$ cat config.mk
export PLATFORM = sky130hd
export DESIGN_NAME = utf8_cjk_repeat_collapse_unit
export DESIGN_NICKNAME = d
export VERILOG_FILES = /design/src/hdl/ucrc_pkg.sv /design/src/hdl/ucrc_front.sv /design/src/hdl/ucrc_queue.sv /design/src/hdl/ucrc_back.sv /design/src/hdl/utf8_cjk_repeat_collapse_unit.sv
export SDC_FILE = /design/constraint.sdc
export NUM_CORES = 1
export LEC_CHECK = 0
export ABC_AREA = 1
export BUFFER_PORTS_ARGS = -buffer_cell sky130_fd_sc_hd__buf_4
export CORE_MARGIN = 5
export CORE_UTILIZATION = 60
export DETAILED_ROUTE_END_ITERATION = 12
export GPL_TIMING_DRIVEN = 0
export PLACE_DENSITY = 0.77
export SKIP_CTS_REPAIR_TIMING = 1
export SLEW_MARGIN = 10
export SYNTH_ARGS = -nofsm -noshare
export SYNTH_HDL_FRONTEND = slang
export SYNTH_SLANG_ARGS = --single-unit
$ cat constraint.sdc
create_clock -name i_clk -period 7.4 [get_ports i_clk]
set_clock_uncertainty 0.1 [all_clocks]
set_input_delay 0.74 -clock i_clk [delete_from_list [all_inputs] [get_ports i_clk]]
set_output_delay 0.74 -clock i_clk [all_outputs]
set_load 0.02 [all_outputs]
$ cat src/hdl/ucrc_pkg.sv
package ucrc_pkg;

    // One input word: a byte of the text and the end-of-text mark.
    typedef struct packed {
        logic [7:0] in_byte;
        logic       text_last;
    } t_in_word;

    // One result word.
    typedef struct packed {
        logic [7:0] out_byte;
        logic       byte_present;
        logic       run_last;
        logic       text_end;
    } t_out_word;

    // Work handed from the front to the back: the results caused by one input word.
    typedef struct packed {
        logic [2:0][7:0] bytes;    // entry 0 goes out first
        logic [1:0]      cnt;      // number of result words, 1 to 3
        logic            present;  // 0 for an end marker without data
        logic            text_end; // last word of the job closes the text
    } t_job;

    localparam logic [7:0] CJK_LO       = 8'hE4;
    localparam logic [7:0] CJK_HI       = 8'hE9;
    localparam logic [7:0] MASK_LEAD2   = 8'hE0;
    localparam logic [7:0] CODE_LEAD2   = 8'hC0;
    localparam logic [7:0] MASK_LEAD3   = 8'hF0;
    localparam logic [7:0] CODE_LEAD3   = 8'hE0;
    localparam logic [7:0] MASK_LEAD4   = 8'hF8;
    localparam logic [7:0] CODE_LEAD4   = 8'hF0;

    // Continuation bytes that follow a lead byte outside the held CJK range.
    function automatic logic [1:0] cont_count(input logic [7:0] b);
        logic [1:0] n;
        n = 2'd0;
        if ((b & MASK_LEAD2) == CODE_LEAD2) begin
            n = 2'd1;
        end else if ((b & MASK_LEAD3) == CODE_LEAD3) begin
            n = 2'd2;
        end else if ((b & MASK_LEAD4) == CODE_LEAD4) begin
            n = 2'd3;
        end
        return n;
    endfunction

endpackage

$ cat src/hdl/ucrc_front.sv
module ucrc_front (
    input  logic              i_clk,
    input  logic              i_rst_n,
    input  logic              i_accept,
    input  ucrc_pkg::t_in_word i_word,
    output logic              o_job_valid,
    output ucrc_pkg::t_job    o_job
);

    logic [15:0] r_held_bytes, n_held_bytes;
    logic [1:0]  r_held_count, n_held_count;
    logic [1:0]  r_pass_rem,   n_pass_rem;
    logic [23:0] r_prev_cjk,   n_prev_cjk;
    logic        r_prev_valid, n_prev_valid;

    logic [7:0]  b;
    logic        last;
    logic [23:0] cur;

    assign b    = i_word.in_byte;
    assign last = i_word.text_last;
    assign cur  = {r_held_bytes, b};

    always_comb begin
        n_held_bytes = r_held_bytes;
        n_held_count = r_held_count;
        n_pass_rem   = r_pass_rem;
        n_prev_cjk   = r_prev_cjk;
        n_prev_valid = r_prev_valid;
        o_job_valid  = 1'b0;
        o_job        = '0;
        o_job.present  = 1'b1;
        o_job.text_end = last;

        priority if (r_held_count >= 2'd2) begin
            // Third byte of a held CJK character: emit it unless it repeats.
            if (!r_prev_valid || cur != r_prev_cjk) begin
                o_job_valid    = 1'b1;
                o_job.bytes[0] = r_held_bytes[15:8];
                o_job.bytes[1] = r_held_bytes[7:0];
                o_job.bytes[2] = b;
                o_job.cnt      = 2'd3;
                n_prev_cjk     = cur;
                n_prev_valid   = 1'b1;
            end
            n_held_bytes = '0;
            n_held_count = 2'd0;
        end else if (r_held_count == 2'd1) begin
            if (last) begin
                o_job_valid    = 1'b1;
                o_job.bytes[0] = r_held_bytes[7:0];
                o_job.bytes[1] = b;
                o_job.cnt      = 2'd2;
            end else begin
                n_held_bytes = {r_held_bytes[7:0], b};
                n_held_count = 2'd2;
            end
        end else if (r_pass_rem != 2'd0) begin
            o_job_valid    = 1'b1;
            o_job.bytes[0] = b;
            o_job.cnt      = 2'd1;
            n_pass_rem     = r_pass_rem - 2'd1;
        end else if (b >= ucrc_pkg::CJK_LO && b <= ucrc_pkg::CJK_HI) begin
            if (last) begin
                o_job_valid    = 1'b1;
                o_job.bytes[0] = b;
                o_job.cnt      = 2'd1;
            end else begin
                n_held_bytes = {8'h00, b};
                n_held_count = 2'd1;
            end
        end else begin
            o_job_valid    = 1'b1;
            o_job.bytes[0] = b;
            o_job.cnt      = 2'd1;
            n_prev_valid   = 1'b0;
            n_prev_cjk     = '0;
            n_pass_rem     = ucrc_pkg::cont_count(b);
        end

        if (last) begin
            n_held_bytes = '0;
            n_held_count = 2'd0;
            n_pass_rem   = 2'd0;
            n_prev_cjk   = '0;
            n_prev_valid = 1'b0;
            if (!o_job_valid) begin
                // A dropped duplicate closes the text: send a bare end marker.
                o_job_valid   = 1'b1;
                o_job.bytes   = '0;
                o_job.cnt     = 2'd1;
                o_job.present = 1'b0;
            end
        end
    end

    always_ff @(posedge i_clk) begin
        if (!i_rst_n) begin
            r_held_bytes <= '0;
            r_held_count <= 2'd0;
            r_pass_rem   <= 2'd0;
            r_prev_cjk   <= '0;
            r_prev_valid <= 1'b0;
        end else if (i_accept) begin
            r_held_bytes <= n_held_bytes;
            r_held_count <= n_held_count;
            r_pass_rem   <= n_pass_rem;
            r_prev_cjk   <= n_prev_cjk;
            r_prev_valid <= n_prev_valid;
        end
    end

endmodule

$ cat src/hdl/ucrc_queue.sv
module ucrc_queue #(
    parameter int DEPTH = 4
) (
    input  logic           i_clk,
    input  logic           i_rst_n,
    input  logic           i_push,
    input  ucrc_pkg::t_job i_job,
    input  logic           i_pop,
    output ucrc_pkg::t_job o_job,
    output logic           o_full,
    output logic           o_empty
);

    localparam int AW = (DEPTH > 1) ? $clog2(DEPTH) : 1;
    localparam int CW = $clog2(DEPTH + 1);

    ucrc_pkg::t_job r_mem [DEPTH];
    logic [AW-1:0]  r_wr_ptr, r_rd_ptr;
    logic [CW-1:0]  r_count;
    logic           do_push, do_pop;

    assign o_full  = (r_count == CW'(DEPTH));
    assign o_empty = (r_count == '0);
    assign do_push = i_push && !o_full;
    assign do_pop  = i_pop && !o_empty;
    assign o_job   = r_mem[r_rd_ptr];

    always_ff @(posedge i_clk) begin
        if (do_push) begin
            r_mem[r_wr_ptr] <= i_job;
        end
    end

    // Pointers wrap at the last entry, so any DEPTH works.
    always_ff @(posedge i_clk) begin
        if (!i_rst_n) begin
            r_wr_ptr <= '0;
            r_rd_ptr <= '0;
            r_count  <= '0;
        end else begin
            if (do_push) begin
                r_wr_ptr <= (r_wr_ptr == AW'(DEPTH - 1)) ? '0 : r_wr_ptr + AW'(1);
            end
            if (do_pop) begin
                r_rd_ptr <= (r_rd_ptr == AW'(DEPTH - 1)) ? '0 : r_rd_ptr + AW'(1);
            end
            if (do_push && !do_pop) begin
                r_count <= r_count + CW'(1);
            end else if (do_pop && !do_push) begin
                r_count <= r_count - CW'(1);
            end
        end
    end

endmodule

$ cat src/hdl/ucrc_back.sv
module ucrc_back (
    input  logic                i_clk,
    input  logic                i_rst_n,
    input  ucrc_pkg::t_job      i_job,
    input  logic                i_job_empty,
    output logic                o_job_pop,
    output ucrc_pkg::t_out_word o_word,
    output logic                o_empty,
    input  logic                i_pop
);

    ucrc_pkg::t_job r_job;
    logic [1:0]     r_idx;
    logic           r_busy;
    logic           last_in_job;
    logic           take;

    assign last_in_job = (r_idx == r_job.cnt - 2'd1);
    // The current job is finished or there is none: take the next one.
    assign take        = !r_busy || (i_pop && last_in_job);
    assign o_job_pop   = take && !i_job_empty;

    assign o_empty             = !r_busy;
    assign o_word.out_byte     = r_job.bytes[r_idx];
    assign o_word.byte_present = r_job.present;
    assign o_word.run_last     = last_in_job;
    assign o_word.text_end     = last_in_job && r_job.text_end;

    always_ff @(posedge i_clk) begin
        if (o_job_pop) begin
            r_job <= i_job;
        end
    end

    always_ff @(posedge i_clk) begin
        if (!i_rst_n) begin
            r_busy <= 1'b0;
            r_idx  <= 2'd0;
        end else if (take) begin
            r_busy <= !i_job_empty;
            r_idx  <= 2'd0;
        end else if (i_pop) begin
            r_idx <= r_idx + 2'd1;
        end
    end

endmodule

$ cat src/hdl/utf8_cjk_repeat_collapse_unit.sv
// The job of an input word enters the queue at the accepting edge and then the back
// part's job register, from which its first result word is shown.
// Throughput: one input word per cycle while the queue is not full, and one result
// word per cycle while the reader pops; a completed CJK character goes out as three
// result words of a single job, taken from the queue as one entry.
// Reset: synchronous, active low; it empties the queue and clears the character state.
module utf8_cjk_repeat_collapse_unit #(
    parameter int DEPTH = 4
) (
    input  logic                i_clk,
    input  logic                i_rst_n,
    input  logic                push,
    output logic                full,
    input  ucrc_pkg::t_in_word  i_in_word,
    output logic                empty,
    input  logic                pop,
    output ucrc_pkg::t_out_word o_out_word
);

    // The front part splits the byte stream into characters. It keeps the two
    // held bytes of a CJK character, the count of continuation bytes still to
    // pass, and the last emitted CJK character. Each accepted word turns into
    // at most one job: up to three bytes that go out one after another, or an end
    // marker when the text ends on a dropped duplicate.
    logic           w_accept;
    logic           w_job_valid;
    ucrc_pkg::t_job w_job;

    // Between the parts sits a short job queue. The front stalls only when it
    // is full; the back drains it job by job, one result word per cycle while popped.
    ucrc_pkg::t_job w_head;
    logic           w_q_empty;
    logic           w_q_pop;

    assign w_accept = push && !full;

    ucrc_front u_front (
        .i_clk       (i_clk),
        .i_rst_n     (i_rst_n),
        .i_accept    (w_accept),
        .i_word      (i_in_word),
        .o_job_valid (w_job_valid),
        .o_job       (w_job)
    );

    ucrc_queue #(
        .DEPTH (DEPTH)
    ) u_queue (
        .i_clk   (i_clk),
        .i_rst_n (i_rst_n),
        .i_push  (w_accept && w_job_valid),
        .i_job   (w_job),
        .i_pop   (w_q_pop),
        .o_job   (w_head),
        .o_full  (full),
        .o_empty (w_q_empty)
    );

    // The back part holds the current job in a register and walks through its
    // bytes. It loads the next job in the same cycle in which the last word of
    // the current one is taken, so the output never idles while work waits.
    ucrc_back u_back (
        .i_clk       (i_clk),
        .i_rst_n     (i_rst_n),
        .i_job       (w_head),
        .i_job_empty (w_q_empty),
        .o_job_pop   (w_q_pop),
        .o_word      (o_out_word),
        .o_empty     (empty),
        .i_pop       (pop)
    );

    // The output side comes out of reset with nothing to show.
    a_reset_empty: assert property (@(posedge i_clk) !i_rst_n |=> empty)
        else $error("result side not empty after reset");

    // Every accepted final byte of a text produces a job, so the text is always closed.
    a_end_has_job: assert property (@(posedge i_clk) disable iff (!i_rst_n)
        (w_accept && i_in_word.text_last) |-> w_job_valid)
        else $error("final byte of a text produced no job");

    // The end of a text is always the last word of its run.
    a_end_is_run_last: assert property (@(posedge i_clk) disable iff (!i_rst_n)
        (!empty && o_out_word.text_end) |-> o_out_word.run_last)
        else $error("text end on a word that is not the last of its run");

    // A word without data is only the end marker of a text, and it carries a zero byte.
    a_marker_form: assert property (@(posedge i_clk) disable iff (!i_rst_n)
        (!empty && !o_out_word.byte_present) |->
            (o_out_word.text_end && o_out_word.out_byte == 8'h00))
        else $error("malformed end marker");

endmodule
==> summary.txt <==
Power and ir drop
  – Overall Power: roughly 3200 uW
  – Clock share of power: 0.284
  – Combinational share of power: 0.261
  – NetSw: roughly 1100 uW
  – Int Power: between 2000 and 2500 uW
  – Flop pwr share: 0.455
  – Power per cell area: 338 mW/mm^2
  – Switch share: 0.330
  – Leak: between 0.003 and 0.004 uW
  – Worst IR Drop VDD: 0.164 mV

GRT
  – GRT overflow: 0
  – First-pass GRT wire length: approximately 34000 um
  – Initial antenna violation count: 0
  – Via count of the first global-routing pass: about 6500
  – Largest net degree at the start of global routing: 30
  – GRT Total Usage: 0.273

Routing
  – Drt initial violations: approximately 700
  – Final ANT Viol Nets: 0
  – Final WL: approximately 21000 um
  – TritonRoute pass-1 iters: 5
  – Vias/cell: between 5 and 6
  – Vias after detailed routing: roughly 6400
  – Wirelength per Cell: approximately 20 um
  – Drt drc: 0

Timing
  – Fin crit period: approximately 3.3 ns
  – Slew Viols, Final: 0
  – Setup Viol. Count Final: 0
  – Final Cycle Share: 0.452
  – Setup TNS Final: 0 ns
  – Slew headroom: 0.420
  – Final Hold Fails: 0
  – Worst-margin pin slew: ~0.87 ns
  – Max Fclk: ~0.3 GHz
  – RSZ-0062 raised after global routing: no

Die
  – Initial cell density of the core: 0.609
  – Die Ht: approximately 130 um
  – Core Box Area: ~0.014 sq mm
  – # rows: 43
  – Die ar.: 0.0165 sq mm
  – Chip width: 128 um
  – I/O Pins: 26

Run status
  – Outcome: complete, no violations

Finish
  – FILL cells: a little under 1000
  – Layout cell share with drive strength beyond 1: 0.120
  – Post-route insts no fill: about 1100
  – Area growth syn-to-layout: 13.3%
  – Diode count: 0
  – Fin nets: between 900 and 1000

Synthesis
  – Synthesized instance count: approximately 840
  – Yosys Warn Count: 0
  – Mapped Area: ~0.0084 sq mm
  – Avg Cell Area, Syn: ~10 sq um
  – Fraction of the yosys area taken by sequential cells: 0.630
  – Asr flop ratio synth: 0
  – Ys flop type: edfxtp_1
  – Synth Net Count: roughly 860
  – Post-synth EDFFs: 140
  – Seq cells post-synth: between 150 and 200
  – Synth unique cells: 40

Place
  – Routability congestion estimate: between 0.9 and 1
  – Placed cells: approximately 1000
  – Final HPWL DP: ~15000 um
  – Buffers on Ports: 24

Critical path
  – Critical path class: reg -> reg
  – Critical path buffers and inverters: 2
  – Crit path largest cell delay: about 0.74 ns
  – Max stage delay cell, worst path: a21oi_4
  – Crit path capture type: flop
  – Largest delay share family, worst path: compound AO/OA/AOI/OAI gates
  – Arrival time worst endpoint: roughly 3.6 ns
  – CP startpoint kind: flop
  – Critical Path RT: 7.62 ns
  – Crit-path cells: xnor2_1, o21ai_0, nand2_1, a21oi_4, inv_1, ha_1, inv_1, fa_1, o21ai_0, a21oi_1
  – Largest fanout on the critical path: 29

Clock tree
  – Clock slew at the register clock pins of the worst setup and hold paths: 0.07 ns
  – CTS root buf: clkbuf_16
  – Clk_lat worst skew: 0.43 ns
  – Num Clock Sinks: ~200
  – Maximum root-to-sink buffer count: 2
  – CTS tree: done
  – TritonCTS Buffers: 17
  – Htree depth: 4

Hold path
  – Hold crit path type: reg -> reg

Run
  – Max cap viols: 0
## per-layer routing
| layer | vias up | track usage | routed length [um] |
|---|---|---|---|
| met3 | 61 | 0.0544 | 1730 |
| met2 | 324 | 0.469 | 10800 |
| li1 | 2993 | - | - |
| met4 | 0 | 0.119 | 734 |
| met1 | 2978 | 0.337 | 8070 |
| met5 | - | 0 | 0 |
## cells by family after synthesis
| family | Yosys count | share of synthesized area |
|---|---|---|
| simple gates | 324 | 0.164 |
| flops | 195 | 0.630 |
| fa+ha+maj | 7 | 0.0113 |
| compound gates | 191 | 0.132 |
| xor+xnor | 5 | 0.00520 |
| buf+inv | 116 | 0.0583 |
## placed cells by master (no fill, tap or decap), types with 5 or more instances in the layout
cell       synthesis  final
edfxtp_1         140    140
ha_1               6      6
nor2_4             1      5
a211oi_2           8      8
o22ai_1           36     36
buf_6              5      5
dfxtp_1           55     55
a21oi_1           49     48
nand2_1          151    151
nand3_1           29     29
clkbuf_1          26     28
inv_1             66     66
o21ai_0           81     81
buf_4              4     28
inv_2             10     10
nand4_1           10     10
nor2_1           109    105
nor2_2             5      5
clkbuf_16          0     17
o221ai_1           8      8
## layout make-up
class | instances | area (sq um) | share of cell area
repair buffers | 28 | 268 | 0.0281
plain buffers | 39 | 201 | 0.0211
flip-flops and latches | 195 | 5310 | 0.556
clock buffers | 19 | 433 | 0.0454
multi-input cells | 527 | 2670 | 0.279
clock inverters | 13 | 151 | 0.0159
well taps | 180 | 225 | 0.0236
inverters | 77 | 289 | 0.0303
## worst paths after layout
check	startpoint	endpoint	slack (ns)	cells after the start
max	u_back.r_job[3]	u_queue.r_count[1]	4.06	10
min	u_front.r_prev_cjk[0]	u_front.r_prev_cjk[0]	0.37	2
max reg2reg	u_back.r_job[3]	u_queue.r_count[1]	4.06	10
min reg2reg	u_front.r_prev_cjk[0]	u_front.r_prev_cjk[0]	0.37	2
## state kept, by name, indices dropped and copies added, names as in the netlist, 2 cells and up
signal / flops
u_front.r_held_bytes: 16
u_queue.r_rd_ptr: 2
u_queue.r_mem: 112
u_queue.r_wr_ptr: 2
u_front.r_pass_rem: 2
u_back.r_idx: 2
u_front.r_prev_cjk: 24
u_queue.r_count: 3
u_back.r_job: 27
u_front.r_held_count: 2
## worst reg2reg max path: cells and delay by family (launching register included)
kind                       cells  cell delay (ns)
and+or+nand+nor                1             0.21
buffers and inverters          2             0.45
xor gates and xnor gates       1             0.15
adders and majority gates      2             0.70
AOI/OAI and AO/OA              4             1.24
DFF                            1             0.39
## synthesized netlist by cell type, types with 2 or more instances
library cell  instances  area, sq um
nand2_2               2         12.5
nor2_1              109          409
inv_2                10         37.5
nand4_1              10         62.6
nor2_2                5         31.3
nor4_1                4         25.0
nand2_4               2         22.5
clkbuf_1             26         97.6
buf_6                 5         56.3
o22ai_1              36          225
a21oi_1              49          245
buf_1                 2         7.51
dfxtp_1              55         1100
o21ai_1               3         15.0
o221ai_1              8         70.1
buf_4                 4         30.0
a211oi_2              8          100
ha_1                  6         75.1
nor3_1                4         20.0
inv_1                66          248
nor3_2                2         20.0
a21oi_2               2         17.5
nand3_1              29          145
nand2_1             151          567
edfxtp_1            140         4200
nand3_2               2         20.0
o21ai_0              81          405
buf_2                 2         10.0
xor2_1                2         17.5
xnor2_1               3         26.3
## power groups by stage
stage / sequential, uW / clock, uW / combinational (uW)
final: 1460 / 915 / 842
after global routing: 1480 / 971 / 925
after CTS: 1460 / 917 / 839
after detailed placement: 1490 / 0 / 833
after global placement: 1490 / 0 / 779
after floorplan: 1460 / 0 / 525
## metrics by stage
| step | utilization | setup WS (ns) | hold slack (ns) | cell area (sq um) |
|---|---|---|---|---|
| global route | 0.690 | 3.76 | 0.390 | 9540 |
| global placement | 0.638 | 2.77 | 0.351 | 8820 |
| CTS | 0.690 | 4.08 | 0.369 | 9540 |
| floorplan | - | 3.69 | 0.341 | 8420 |
| finish | 0.690 | 4.06 | 0.369 | 9540 |
| detailed placement | 0.648 | 4.05 | 0.358 | 8950 |
Note: power is estimated with default switching activity, not from simulation.
